[src/cblp_pkg.sv]
// ----------------------------------------------------------------------------
// cblp_pkg
// Shared types, codes and constants of the serial bridge link parser.
// ----------------------------------------------------------------------------
package cblp_pkg;

    // protocol constants
    localparam logic [7:0]  MARK          = 8'hF1;
    localparam logic [7:0]  SYNC_BYTE     = 8'hE7;
    localparam logic [7:0]  CMD_FRAME     = 8'd0;
    localparam logic [7:0]  CMD_TSYNC     = 8'd1;
    localparam logic [7:0]  CMD_SETUP     = 8'd5;
    localparam logic [7:0]  CMD_PARAMS    = 8'd6;
    localparam logic [7:0]  CMD_INFO      = 8'd7;
    localparam logic [7:0]  CMD_VALIDATE  = 8'd9;
    localparam logic [7:0]  CMD_NBUS      = 8'd12;
    localparam logic [7:0]  CMD_EXTBUS    = 8'd13;
    localparam int          MAX_PAYLOAD   = 8;
    localparam logic [31:0] RATE_FLAGS    = 32'hC000_0000;
    localparam logic [31:0] RESET_BAUD    = 32'd500000;
    localparam logic [7:0]  RESET_RELOAD  = 8'd10;
    localparam logic [4:0]  TSYNC_LEN     = 5'd4;
    localparam logic [4:0]  EXTBUS_LEN    = 5'd15;
    localparam int          QUEUE_DEPTH   = 2;

    // input commands
    localparam logic [1:0] IN_RX      = 2'd0;
    localparam logic [1:0] IN_BEAT    = 2'd1;
    localparam logic [1:0] IN_START   = 2'd2;
    localparam logic [1:0] IN_TIMEOUT = 2'd3;

    // configuration register indexes
    localparam logic CFG_FALLBACK_BAUD = 1'b0;
    localparam logic CFG_HB_RELOAD     = 1'b1;

    // event kinds
    localparam logic [2:0] EV_FRAME  = 3'd0;
    localparam logic [2:0] EV_PARAMS = 3'd1;
    localparam logic [2:0] EV_INFO   = 3'd2;
    localparam logic [2:0] EV_TX     = 3'd3;
    localparam logic [2:0] EV_CONN   = 3'd4;
    localparam logic [2:0] EV_DISC   = 3'd5;

    typedef enum logic [2:0] {
        PS_IDLE, PS_CMD, PS_FRAME, PS_TSYNC, PS_PARAMS, PS_INFO, PS_NBUS, PS_EXTBUS
    } parse_state_t;

    typedef enum logic [2:0] {
        JOB_FRAME, JOB_PARAMS, JOB_INFO, JOB_NBUS, JOB_HEART, JOB_DISC, JOB_HAND
    } job_kind_t;

    // one classified piece of work between front and back
    typedef struct packed {
        job_kind_t   kind;
        logic [31:0] stamp;
        logic [30:0] ident;
        logic        ext;
        logic [3:0]  bus;
        logic [3:0]  len;
        logic [63:0] payload;
        logic [31:0] word_a;
        logic [31:0] word_b;
        logic [1:0]  enables;
        logic [31:0] setup_word;
        logic        conn;
    } job_t;

    // session start handshake bytes
    function automatic logic [7:0] hand_byte(input logic [3:0] i);
        logic [7:0] b;
        case (i)
            4'd0, 4'd1: b = SYNC_BYTE;
            4'd3:       b = CMD_NBUS;
            4'd5:       b = CMD_PARAMS;
            4'd7:       b = CMD_INFO;
            4'd9:       b = 8'd1;
            4'd11:      b = CMD_VALIDATE;
            default:    b = MARK;
        endcase
        return b;
    endfunction

endpackage

[src/cblp_front.sv]
// ----------------------------------------------------------------------------
// cblp_front
// Accepts commands and received bytes, runs the deframer and link state,
// and posts one job per word-producing item to the queue.
// ----------------------------------------------------------------------------
module cblp_front
    import cblp_pkg::*;
(
    input  logic        clk,
    input  logic        rst_n,
    input  logic        in_valid,
    output logic        in_ready,
    input  logic [1:0]  command,
    input  logic [7:0]  rx_byte,
    input  logic        cfg_we,
    input  logic        cfg_index,
    input  logic [31:0] cfg_data,
    input  logic        q_full,
    output logic        push,
    output job_t        push_job
);

    parse_state_t state_reg, state_next;
    logic [4:0]  step_reg, step_next;
    logic [31:0] stamp_reg, stamp_next;
    logic [30:0] ident_reg, ident_next;
    logic [31:0] ident_raw_reg, ident_raw_next;
    logic        ext_reg, ext_next;
    logic [3:0]  fbus_reg, fbus_next;
    logic [3:0]  flen_reg, flen_next;
    logic [7:0]  bytes_reg [8];
    logic [7:0]  bytes_next [8];
    logic [31:0] bus0_reg, bus0_next;
    logic [31:0] bus1_reg, bus1_next;
    logic [1:0]  en_reg, en_next;
    logic [15:0] build_reg, build_next;
    logic [7:0]  hb_left_reg, hb_left_next;
    logic        awaiting_reg, awaiting_next;
    logic        up_reg, up_next;
    logic        open_reg, open_next;
    logic [31:0] baud_reg;
    logic [7:0]  reload_reg;
    logic        accept;
    logic        job_valid;
    job_t        job;

    assign in_ready = !q_full;
    assign accept   = in_valid && in_ready;
    assign push     = accept && job_valid;
    assign push_job = job;

    // deframer and link state
    always_comb
    begin
        logic [4:0]  idx;
        logic [3:0]  dlc;
        logic [31:0] wide;
        logic [4:0]  sh;
        logic [63:0] pl;
        state_next     = state_reg;
        step_next      = step_reg;
        stamp_next     = stamp_reg;
        ident_next     = ident_reg;
        ident_raw_next = ident_raw_reg;
        ext_next       = ext_reg;
        fbus_next      = fbus_reg;
        flen_next      = flen_reg;
        bytes_next     = bytes_reg;
        bus0_next      = bus0_reg;
        bus1_next      = bus1_reg;
        en_next        = en_reg;
        build_next     = build_reg;
        hb_left_next   = hb_left_reg;
        awaiting_next  = awaiting_reg;
        up_next        = up_reg;
        open_next      = open_reg;
        job_valid      = 1'b0;
        job            = '0;
        idx            = step_reg - 5'd9;
        dlc            = rx_byte[3:0];
        wide           = {24'd0, rx_byte};
        sh             = {step_reg[1:0], 3'b000};
        pl             = '0;
        case (command)
            IN_RX:
            begin
                if (open_reg)
                begin
                    case (state_reg)
                        PS_IDLE:
                        begin
                            if (rx_byte == MARK)
                                state_next = PS_CMD;
                        end
                        PS_CMD:
                        begin
                            step_next = '0;
                            case (rx_byte)
                                CMD_FRAME:    state_next = PS_FRAME;
                                CMD_TSYNC:    state_next = PS_TSYNC;
                                CMD_PARAMS:   state_next = PS_PARAMS;
                                CMD_INFO:     state_next = PS_INFO;
                                CMD_VALIDATE:
                                begin
                                    hb_left_next  = reload_reg;
                                    awaiting_next = 1'b0;
                                    state_next    = PS_IDLE;
                                end
                                CMD_NBUS:     state_next = PS_NBUS;
                                CMD_EXTBUS:   state_next = PS_EXTBUS;
                                default:      state_next = PS_IDLE;
                            endcase
                        end
                        PS_FRAME:
                        begin
                            step_next = step_reg + 5'd1;
                            if (step_reg < 5'd4)
                            begin
                                stamp_next = (step_reg == 5'd0) ? wide
                                                                : (stamp_reg | (wide << sh));
                            end
                            else if (step_reg < 5'd8)
                            begin
                                ident_raw_next = (step_reg == 5'd4) ? wide
                                                 : (ident_raw_reg | (wide << sh));
                                if (step_reg == 5'd7)
                                begin
                                    ext_next   = ident_raw_next[31];
                                    ident_next = ident_raw_next[30:0];
                                end
                            end
                            else if (step_reg == 5'd8)
                            begin
                                fbus_next = rx_byte[7:4];
                                if (dlc > 4'(MAX_PAYLOAD))
                                    state_next = PS_IDLE;
                                else
                                begin
                                    flen_next = dlc;
                                    for (int i = 0; i < 8; i++)
                                        bytes_next[i] = '0;
                                    if (dlc == 4'd0)
                                    begin
                                        job_valid  = 1'b1;
                                        state_next = PS_IDLE;
                                    end
                                end
                            end
                            else if (idx < {1'b0, flen_reg} && idx < 5'd8)
                            begin
                                bytes_next[idx[2:0]] = rx_byte;
                                if (idx + 5'd1 == {1'b0, flen_reg})
                                begin
                                    job_valid  = 1'b1;
                                    state_next = PS_IDLE;
                                end
                            end
                            else
                                state_next = PS_IDLE;
                            // frame word from the updated shadow
                            for (int i = 0; i < 8; i++)
                                if (4'(i) < flen_next)
                                    pl[8*i +: 8] = bytes_next[i];
                            job.kind    = JOB_FRAME;
                            job.stamp   = stamp_reg;
                            job.ident   = ident_reg;
                            job.ext     = ext_reg;
                            job.bus     = fbus_next;
                            job.len     = flen_next;
                            job.payload = pl;
                        end
                        PS_TSYNC:
                        begin
                            step_next = step_reg + 5'd1;
                            if (step_next >= TSYNC_LEN)
                                state_next = PS_IDLE;
                        end
                        PS_PARAMS:
                        begin
                            step_next = step_reg + 5'd1;
                            case (step_reg)
                                5'd0: en_next[0] = (rx_byte[3:0] != 4'd0);
                                5'd1: bus0_next = wide;
                                5'd2: bus0_next = bus0_reg | (wide << 8);
                                5'd3: bus0_next = bus0_reg | (wide << 16);
                                5'd4: bus0_next = bus0_reg | (wide << 24);
                                5'd5: en_next[1] = (rx_byte[3:0] != 4'd0);
                                5'd6: bus1_next = wide;
                                5'd7: bus1_next = bus1_reg | (wide << 8);
                                5'd8: bus1_next = bus1_reg | (wide << 16);
                                default:
                                begin
                                    bus1_next      = bus1_reg | (wide << 24);
                                    job_valid      = 1'b1;
                                    job.kind       = JOB_PARAMS;
                                    job.word_a     = bus0_reg;
                                    job.word_b     = bus1_next;
                                    job.enables    = en_reg;
                                    job.setup_word = ((bus0_reg != '0) ? bus0_reg : baud_reg)
                                                     | RATE_FLAGS;
                                    job.conn       = !up_reg;
                                    up_next        = 1'b1;
                                    state_next     = PS_IDLE;
                                end
                            endcase
                        end
                        PS_INFO:
                        begin
                            step_next = step_reg + 5'd1;
                            if (step_reg == 5'd0)
                                build_next = {8'd0, rx_byte};
                            else if (step_reg == 5'd1)
                                build_next = build_reg | {rx_byte, 8'd0};
                            else if (step_reg >= 5'd5)
                            begin
                                job_valid   = 1'b1;
                                job.kind    = JOB_INFO;
                                job.word_a  = {16'd0, build_reg};
                                job.word_b  = wide;
                                state_next  = PS_IDLE;
                            end
                        end
                        PS_NBUS:
                        begin
                            job_valid  = 1'b1;
                            job.kind   = JOB_NBUS;
                            state_next = PS_IDLE;
                        end
                        default:
                        begin
                            step_next = step_reg + 5'd1;
                            if (step_next >= EXTBUS_LEN)
                                state_next = PS_IDLE;
                        end
                    endcase
                end
            end
            IN_BEAT:
            begin
                if (open_reg && up_reg)
                begin
                    job_valid = 1'b1;
                    job.kind  = JOB_HEART;
                    if (!awaiting_reg)
                    begin
                        if (hb_left_reg != 8'd0)
                            hb_left_next = hb_left_reg - 8'd1;
                        if (hb_left_reg <= 8'd1)
                        begin
                            open_next = 1'b0;
                            job.kind  = JOB_DISC;
                        end
                    end
                end
            end
            IN_START:
            begin
                open_next     = 1'b1;
                state_next    = PS_IDLE;
                step_next     = '0;
                hb_left_next  = reload_reg;
                awaiting_next = 1'b1;
                up_next       = 1'b0;
                job_valid     = 1'b1;
                job.kind      = JOB_HAND;
            end
            default:
            begin
                if (open_reg && !up_reg)
                begin
                    open_next  = 1'b0;
                    job_valid  = 1'b1;
                    job.kind   = JOB_DISC;
                    job.word_a = 32'd1;
                end
            end
        endcase
    end

    // control and link registers
    always_ff @(posedge clk or negedge rst_n)
    begin
        if (!rst_n)
        begin
            state_reg    <= PS_IDLE;
            step_reg     <= '0;
            hb_left_reg  <= RESET_RELOAD;
            awaiting_reg <= 1'b1;
            up_reg       <= 1'b0;
            open_reg     <= 1'b0;
            baud_reg     <= RESET_BAUD;
            reload_reg   <= RESET_RELOAD;
            stamp_reg    <= '0;
            ident_reg    <= '0;
            ident_raw_reg <= '0;
            ext_reg      <= 1'b0;
            fbus_reg     <= '0;
            flen_reg     <= '0;
            bus0_reg     <= '0;
            bus1_reg     <= '0;
            en_reg       <= '0;
            build_reg    <= '0;
            for (int i = 0; i < 8; i++)
                bytes_reg[i] <= '0;
        end
        else
        begin
            if (accept)
            begin
                state_reg     <= state_next;
                step_reg      <= step_next;
                hb_left_reg   <= hb_left_next;
                awaiting_reg  <= awaiting_next;
                up_reg        <= up_next;
                open_reg      <= open_next;
                stamp_reg     <= stamp_next;
                ident_reg     <= ident_next;
                ident_raw_reg <= ident_raw_next;
                ext_reg       <= ext_next;
                fbus_reg      <= fbus_next;
                flen_reg      <= flen_next;
                bus0_reg      <= bus0_next;
                bus1_reg      <= bus1_next;
                en_reg        <= en_next;
                build_reg     <= build_next;
                bytes_reg     <= bytes_next;
            end
            if (cfg_we)
            begin
                if (cfg_index == CFG_FALLBACK_BAUD)
                    baud_reg <= cfg_data;
                else
                    reload_reg <= cfg_data[7:0];
            end
        end
    end

endmodule

[src/cblp_queue.sv]
// ----------------------------------------------------------------------------
// cblp_queue
// Short job queue that decouples the front classifier from the back emitter.
// ----------------------------------------------------------------------------
module cblp_queue
    import cblp_pkg::*;
(
    input  logic clk,
    input  logic rst_n,
    input  logic push,
    input  job_t push_job,
    output logic full,
    input  logic pop,
    output logic head_valid,
    output job_t head_job
);

    localparam int PW = (QUEUE_DEPTH > 1) ? $clog2(QUEUE_DEPTH) : 1;
    localparam int CW = $clog2(QUEUE_DEPTH + 1);

    job_t          mem [QUEUE_DEPTH];
    logic [PW-1:0] wr_ptr_reg, rd_ptr_reg;
    logic [CW-1:0] count_reg, count_next;

    assign full       = (count_reg == CW'(QUEUE_DEPTH));
    assign head_valid = (count_reg != '0);
    assign head_job   = mem[rd_ptr_reg];
    assign count_next = count_reg + CW'(push) - CW'(pop);

    // storage
    always_ff @(posedge clk)
    begin
        if (push)
            mem[wr_ptr_reg] <= push_job;
    end

    // pointers
    always_ff @(posedge clk or negedge rst_n)
    begin
        if (!rst_n)
        begin
            wr_ptr_reg <= '0;
            rd_ptr_reg <= '0;
            count_reg  <= '0;
        end
        else
        begin
            if (push)
                wr_ptr_reg <= (wr_ptr_reg == PW'(QUEUE_DEPTH - 1)) ? '0 : wr_ptr_reg + 1'b1;
            if (pop)
                rd_ptr_reg <= (rd_ptr_reg == PW'(QUEUE_DEPTH - 1)) ? '0 : rd_ptr_reg + 1'b1;
            count_reg <= count_next;
        end
    end

endmodule

[src/cblp_back.sv]
// ----------------------------------------------------------------------------
// cblp_back
// Expands each queued job into its event words, one per cycle while the
// receiver is ready, through an output register.
// ----------------------------------------------------------------------------
module cblp_back
    import cblp_pkg::*;
(
    input  logic        clk,
    input  logic        rst_n,
    input  logic        head_valid,
    input  job_t        head_job,
    output logic        pop,
    output logic        out_valid,
    input  logic        out_ready,
    output logic [2:0]  event_kind,
    output logic [31:0] stamp,
    output logic [30:0] frame_id,
    output logic        is_extended,
    output logic [3:0]  bus_number,
    output logic [3:0]  payload_len,
    output logic [63:0] payload,
    output logic [31:0] word_a,
    output logic [31:0] word_b,
    output logic [1:0]  enable_bits,
    output logic [7:0]  tx_byte,
    output logic        last
);

    logic [3:0]  idx_reg, idx_next;
    logic        valid_reg;
    logic        load;
    logic [3:0]  final_idx;
    logic [2:0]  r_kind;
    logic [7:0]  r_tx;
    logic        r_last;
    logic [2:0]  kind_reg;
    logic [31:0] stamp_reg, wa_reg, wb_reg;
    logic [30:0] id_reg;
    logic        ext_reg, last_reg;
    logic [3:0]  bus_reg, len_reg;
    logic [63:0] pl_reg;
    logic [1:0]  en_reg;
    logic [7:0]  tx_reg;

    assign load = head_valid && (!valid_reg || out_ready);
    assign pop  = load && r_last;

    // word selection for the current job and step
    always_comb
    begin
        final_idx = 4'd0;
        r_kind    = EV_TX;
        r_tx      = 8'd0;
        case (head_job.kind)
            JOB_FRAME: r_kind = EV_FRAME;
            JOB_INFO:  r_kind = EV_INFO;
            JOB_DISC:  r_kind = EV_DISC;
            JOB_NBUS, JOB_HEART:
            begin
                final_idx = 4'd1;
                if (idx_reg == 4'd0)
                    r_tx = MARK;
                else
                    r_tx = (head_job.kind == JOB_NBUS) ? CMD_EXTBUS : CMD_VALIDATE;
            end
            JOB_HAND:
            begin
                final_idx = 4'd11;
                r_tx      = hand_byte(idx_reg);
            end
            JOB_PARAMS:
            begin
                final_idx = head_job.conn ? 4'd12 : 4'd11;
                case (idx_reg)
                    4'd0:    r_kind = EV_PARAMS;
                    4'd1:    r_tx = MARK;
                    4'd2:    r_tx = CMD_SETUP;
                    4'd3:    r_tx = head_job.setup_word[7:0];
                    4'd4:    r_tx = head_job.setup_word[15:8];
                    4'd5:    r_tx = head_job.setup_word[23:16];
                    4'd6:    r_tx = head_job.setup_word[31:24];
                    4'd12:   r_kind = EV_CONN;
                    default: r_tx = 8'd0;
                endcase
            end
            default: r_kind = EV_DISC;
        endcase
        r_last   = (idx_reg == final_idx);
        idx_next = r_last ? 4'd0 : idx_reg + 4'd1;
    end

    // step counter and output valid
    always_ff @(posedge clk or negedge rst_n)
    begin
        if (!rst_n)
        begin
            idx_reg   <= '0;
            valid_reg <= 1'b0;
        end
        else
        begin
            if (load)
                idx_reg <= idx_next;
            if (load)
                valid_reg <= 1'b1;
            else if (out_ready)
                valid_reg <= 1'b0;
        end
    end

    // output word register
    always_ff @(posedge clk)
    begin
        if (load)
        begin
            kind_reg  <= r_kind;
            tx_reg    <= r_tx;
            last_reg  <= r_last;
            stamp_reg <= (r_kind == EV_FRAME) ? head_job.stamp : '0;
            id_reg    <= (r_kind == EV_FRAME) ? head_job.ident : '0;
            ext_reg   <= (r_kind == EV_FRAME) ? head_job.ext : 1'b0;
            bus_reg   <= (r_kind == EV_FRAME) ? head_job.bus : '0;
            len_reg   <= (r_kind == EV_FRAME) ? head_job.len : '0;
            pl_reg    <= (r_kind == EV_FRAME) ? head_job.payload : '0;
            wa_reg    <= (r_kind == EV_PARAMS || r_kind == EV_INFO || r_kind == EV_DISC)
                         ? head_job.word_a : '0;
            wb_reg    <= (r_kind == EV_PARAMS || r_kind == EV_INFO) ? head_job.word_b : '0;
            en_reg    <= (r_kind == EV_PARAMS) ? head_job.enables : '0;
        end
    end

    assign out_valid   = valid_reg;
    assign event_kind  = kind_reg;
    assign stamp       = stamp_reg;
    assign frame_id    = id_reg;
    assign is_extended = ext_reg;
    assign bus_number  = bus_reg;
    assign payload_len = len_reg;
    assign payload     = pl_reg;
    assign word_a      = wa_reg;
    assign word_b      = wb_reg;
    assign enable_bits = en_reg;
    assign tx_byte     = tx_reg;
    assign last        = last_reg;

    // a job in mid-expansion stays at the queue head
    a_mid_job_held: assert property (@(posedge clk) disable iff (!rst_n)
        (idx_reg != 4'd0) |-> head_valid)
        else $error("step counter running without a queued job");

    // connected event always closes its job
    a_conn_last: assert property (@(posedge clk) disable iff (!rst_n)
        (valid_reg && kind_reg == EV_CONN) |-> last_reg)
        else $error("connected event not marked last");

    // the step counter returns to zero exactly when a job is retired
    a_pop_resets: assert property (@(posedge clk) disable iff (!rst_n)
        pop |=> (idx_reg == 4'd0))
        else $error("step counter not cleared after job retired");

endmodule

[src/can_bridge_link_parser_core.sv]
// ----------------------------------------------------------------------------
// can_bridge_link_parser_core
// Host side deframer and link controller for a binary CAN bridge serial link.
// ----------------------------------------------------------------------------
// Input channel (in_valid/in_ready, command, rx_byte): one word per session
// start, heartbeat tick, connect timeout or received byte. The front takes
// one word per cycle whenever its job queue has room.
// Output channel (out_valid/out_ready): event words in order; the word marked
// last closes the events of one input word. Words that cause no event leave
// nothing on the output.
// The back emits one event word per cycle, while out_ready is high, from the
// queue head; a job passes through a queue entry and then the output register.
// A session start yields 12 words, a bus parameter reply 12 or 13, a heartbeat
// or bus-list reply 2 (1 if it closes the link) and any other event input 1.
// When the receiver stalls the output register holds, the two-entry queue
// fills and in_ready drops.
// Reset clears the link to closed, parser idle, fallback rate 500000 and a
// heartbeat budget of 10 ticks. cfg_we writes register cfg_index at once.
// ----------------------------------------------------------------------------
module can_bridge_link_parser_core
    import cblp_pkg::*;
(
    input  logic        clk,
    input  logic        rst_n,
    input  logic        in_valid,
    output logic        in_ready,
    input  logic [1:0]  command,
    input  logic [7:0]  rx_byte,
    input  logic        cfg_we,
    input  logic        cfg_index,
    input  logic [31:0] cfg_data,
    output logic        out_valid,
    input  logic        out_ready,
    output logic [2:0]  event_kind,
    output logic [31:0] stamp,
    output logic [30:0] frame_id,
    output logic        is_extended,
    output logic [3:0]  bus_number,
    output logic [3:0]  payload_len,
    output logic [63:0] payload,
    output logic [31:0] word_a,
    output logic [31:0] word_b,
    output logic [1:0]  enable_bits,
    output logic [7:0]  tx_byte,
    output logic        last
);

    logic push, q_full, pop, head_valid;
    job_t push_job, head_job;

    // classifier
    cblp_front u_front (
        .clk      (clk),
        .rst_n    (rst_n),
        .in_valid (in_valid),
        .in_ready (in_ready),
        .command  (command),
        .rx_byte  (rx_byte),
        .cfg_we   (cfg_we),
        .cfg_index(cfg_index),
        .cfg_data (cfg_data),
        .q_full   (q_full),
        .push     (push),
        .push_job (push_job)
    );

    // job queue
    cblp_queue u_queue (
        .clk       (clk),
        .rst_n     (rst_n),
        .push      (push),
        .push_job  (push_job),
        .full      (q_full),
        .pop       (pop),
        .head_valid(head_valid),
        .head_job  (head_job)
    );

    // event emitter
    cblp_back u_back (
        .clk        (clk),
        .rst_n      (rst_n),
        .head_valid (head_valid),
        .head_job   (head_job),
        .pop        (pop),
        .out_valid  (out_valid),
        .out_ready  (out_ready),
        .event_kind (event_kind),
        .stamp      (stamp),
        .frame_id   (frame_id),
        .is_extended(is_extended),
        .bus_number (bus_number),
        .payload_len(payload_len),
        .payload    (payload),
        .word_a     (word_a),
        .word_b     (word_b),
        .enable_bits(enable_bits),
        .tx_byte    (tx_byte),
        .last       (last)
    );

endmodule
[config.mk]
export PLATFORM = sky130hd
export DESIGN_NAME = can_bridge_link_parser_core
export DESIGN_NICKNAME = d
export VERILOG_FILES = /design/src/cblp_pkg.sv /design/src/cblp_front.sv /design/src/cblp_queue.sv /design/src/cblp_back.sv /design/src/can_bridge_link_parser_core.sv
export SDC_FILE = /design/constraint.sdc
export NUM_CORES = 1
export LEC_CHECK = 0
export BUFFER_PORTS_ARGS = -buffer_cell sky130_fd_sc_hd__buf_2
export CORE_MARGIN = 8
export CORE_UTILIZATION = 55
export CTS_CLUSTER_DIAMETER = 80
export DETAILED_ROUTE_END_ITERATION = 10
export GPL_TIMING_DRIVEN = 0
export PLACE_DENSITY = 0.84
export SLEW_MARGIN = 20
export SYNTH_ARGS = -nofsm -noshare
export SYNTH_HDL_FRONTEND = slang
export SYNTH_HIERARCHICAL = 1
export SYNTH_SLANG_ARGS = --single-unit
[constraint.sdc]
create_clock -name clk -period 19.6 [get_ports clk]
set_input_delay 3.92 -clock clk [delete_from_list [all_inputs] [get_ports clk]]
set_output_delay 3.92 -clock clk [all_outputs]
set_load 0.005 [all_outputs]
==> results.py <==
metrics = {
    "clock_tree": {
        "cts_buffer_depth": 3,
        "cts_setup_buffers": 0,
        "clkTransAtPathRegs_ns": 0.06,
        "cts.sinks": 1006,
        "cts-resized-gates": 0,
        "cts_tree": "done",
        "clk_latency_ns": 0.68,
        "numCtsBuffers": 100,
        "h-tree-depth": 3,
        "cts_root_buffer": "clkbuf_16",
        "ctsHoldBuffers": 0,
    },
    "global_route": {
        "first_global_vias": 26964,
        "grt_pass1_wl_um": 160400,
        "grt_max_degree": 113,
        "overflow": 0,
        "grtUsageTotal": 0.2411,
        "antenna_found_initial": 16,
    },
    "worst_setup_path": {
        "cp_cell_sequence": "clkbuf_1, nor3_1, nand2b_1, nor2_1, a31oi_1, a221oi_1, a21oi_1, nand2_1, and2_4, buf_16, buf_16, buf_16",
        "cp_common_cell": "buf_16",
        "cp_top_family": "simple AND/OR/NAND/NOR gates",
        "cp_slowest_cell": "and2_4",
        "start_kind": "input pin",
        "cp.depth": 12,
        "cp.arrival_ns": 7.14,
        "critPathMaxStageDelay_ns": 0.55,
        "cp_data_required_time_ns": 19.92,
        "cp-end-kind": "flop",
        "crit_buf_inv": 4,
        "reg2reg_depth": 16,
        "crit_type": "in2reg",
        "critPathMaxFanout": 52,
    },
    "timing": {
        "min_period_over_period": 0.3477,
        "setup_violations": 0,
        "fin_ws_ns": 12.79,
        "maxSlewHeadroom": 0.1441,
        "grt_setup_unrepaired": "no",
        "maxSlewViolCount": 0,
        "hold_violations": 0,
        "layout_min_cycle_time_ns": 6.815,
        "setup_tns_ns": 0,
        "max_slew.worst_pin.slew_ns": 1.274,
        "fin_skew_ns": 0.03982,
        "clock.fmax_ghz": 0.1467,
    },
    "flow_run": {
        "cap_violations": 0,
    },
    "finish": {
        "drive_gt1_frac": 0.2438,
        "nets": 3508,
        "largest_reg_flops": 476,
        "postLayoutCoreUtil": 0.6387,
        "syn_to_final_growth_pct": 15.26,
    },
    "power": {
        "powerDensity_nw_per_um2": 125.9,
        "peakVddDrop_mv": 0.08563,
        "p_leak_nw": 19.59,
    },
    "drt": {
        "dr.pass1.iters": 6,
        "drc": 0,
        "ant_nets": 0,
        "drt-initial-drc-count": 3023,
        "drt_wl_total_um": 108000,
        "vias": 27033,
        "viasPerCell": 5.909,
        "wire_per_inst_um": 23.60,
    },
    "die": {
        "die_area_um2": 86970,
        "die_w_um": 294.9,
        "die_y_um": 294.9,
        "num_io_pins": 264,
        "coreArea_um2": 77210,
        "initial_utilization": 0.5541,
        "num_rows": 102,
    },
    "synth": {
        "yosys.area.top_type": "edfxtp_1",
        "synth-edff-count": 690,
        "synth_area_leaders": "edfxtp_1 48%, dfrtp_1 18%, mux2_4 7.1%, and2_1 4.6%, a21oi_1 2.9%",
        "yosysSeqAreaShare": 0.6694,
        "synth_nets": 3127,
        "synth_top_area_frac": 0.4843,
        "synth_cell_type_count": 91,
        "synthArstFlopShare": 0.3141,
        "synth_cells": 3062,
        "ys_seq_elements": 1006,
        "syn_area_um2": 42790,
        "synth_flop_cell": "edfxtp_1",
        "synth_commonest_cells": "690 x edfxtp_1, 312 x and2_1, 304 x dfrtp_1",
        "synth_most_common_cell": "edfxtp_1",
        "syn_area_per_cell_um2": 13.97,
        "ys.warnings.count": 6,
    },
    "min_path": {
        "hold_depth": 2,
        "worstHoldPathType": "reg2reg",
    },
    "place": {
        "dpl.hpwl_um": 73890,
        "port_buffers": 258,
        "gp_congestion": 0.9289,
        "pre_cts_slack_ns": 12.16,
    },
    "outcome": {
        "status": "completed",
    },
}
## logic make-up after synthesis
| family | share of synthesized area |
|---|---|
| adder cells (fa/ha/maj) | 0.004971 |
| buffers and inverters | 0.02781 |
| AND/OR/NAND/NOR | 0.1100 |
| flip-flops | 0.6694 |
| XOR/XNOR | 0.003217 |
| AO/OA/AOI/OAI | 0.08384 |
| multiplexers | 0.1007 |
## metrics by stage
stage	hold slack, ns	cell area [µm²]	total power [mW]	cells
global placement	0.4543	45380	4.361	4360
detailed placement	0.4648	45950	4.330	4381
global route	0.5017	49290	6.451	4567
finish	0.4792	49310	6.210	4575
CTS	0.4769	49260	6.249	4567
floorplan	0.4402	42790	3.832	3062
## report_power, final
group	leakage [nW]	total (mW)	switching, mW	internal, mW
registers	10.9	2.77	0.105	2.67
logic	7.09	1.52	0.846	0.671
clock network	1.64	1.92	0.814	1.10
total	19.6	6.21	1.76	4.45
## cell type report
type | count | area [µm²]
Inverter | 33 | 131.4
Clock inverter | 61 | 658.1
Tap cell | 1040 | 1301
Antenna cell | 8 | 20.02
Clock buffer | 125 | 2659
Multi-Input combinational cell | 1824 | 13010
Fill cell | 5306 | 27900
Timing Repair Buffer | 279 | 1821
Buffer | 199 | 1070
Sequential cell | 1006 | 28640
## layer usage
metal | vias up | global-route usage | part of all wire
li1 | 11919 | - | -
met1 | 13394 | 0.2966 | 0.37
met2 | 1417 | 0.4069 | 0.49
met3 | 289 | 0.05866 | 0.096
met4 | 14 | 0.1017 | 0.042
met5 | - | 0 | 0.00072
## tightest hold or removal path, delay by kind of cell, from the launching register on
family / cells / cell delay [ns]
and+or+nand+nor: 1 / 0.05
AOI/OAI and AO/OA: 1 / 0.05
DFF: 1 / 0.34
## layout by cell type (no fill, tap or decap), drive strengths merged, types with 4 or more instances in the layout
| cell | count |
|---|---|
| a21oi | 248 |
| a22o | 82 |
| a22oi | 50 |
| a31oi | 9 |
| a32o | 5 |
| and2 | 323 |
| and3 | 14 |
| buf | 347 |
| bufinv | 10 |
| clkbuf | 256 |
| clkinv | 43 |
| dfrtp | 304 |
| dfstp | 12 |
| diode | 8 |
| edfxtp | 690 |
| ha | 17 |
| inv | 40 |
| mux2 | 308 |
| mux2i | 8 |
| nand2 | 185 |
| nand2b | 18 |
| nand3 | 38 |
| nand4 | 11 |
| nor2 | 239 |
| nor2b | 15 |
| nor3 | 25 |
| nor4 | 16 |
| o21a | 4 |
| o21ai | 86 |
| o21bai | 5 |
| o22ai | 10 |
| o31ai | 30 |
| or2 | 7 |
| or3 | 6 |
| xnor2 | 6 |
| xor2 | 7 |
## path summary, 6_finish.rpt
kind | start | endpoint | slack, ns
worst max register to register | u_front/step_reg[1] | u_queue/mem[1][214] | 13.87
min in group asynchronous | rst_n | u_front/baud_reg[25] | 3.19
worst min register to register | u_front/ident_reg[29] | u_front/ident_reg[29] | 0.48
worst min-delay path | u_front/ident_reg[29] | u_front/ident_reg[29] | 0.48
max in group asynchronous | rst_n | u_front/ident_raw_reg[25] | 15.45
worst max-delay path | rx_byte[2] | u_queue/mem[1][214] | 12.79
(Power assumes the default switching activity.)
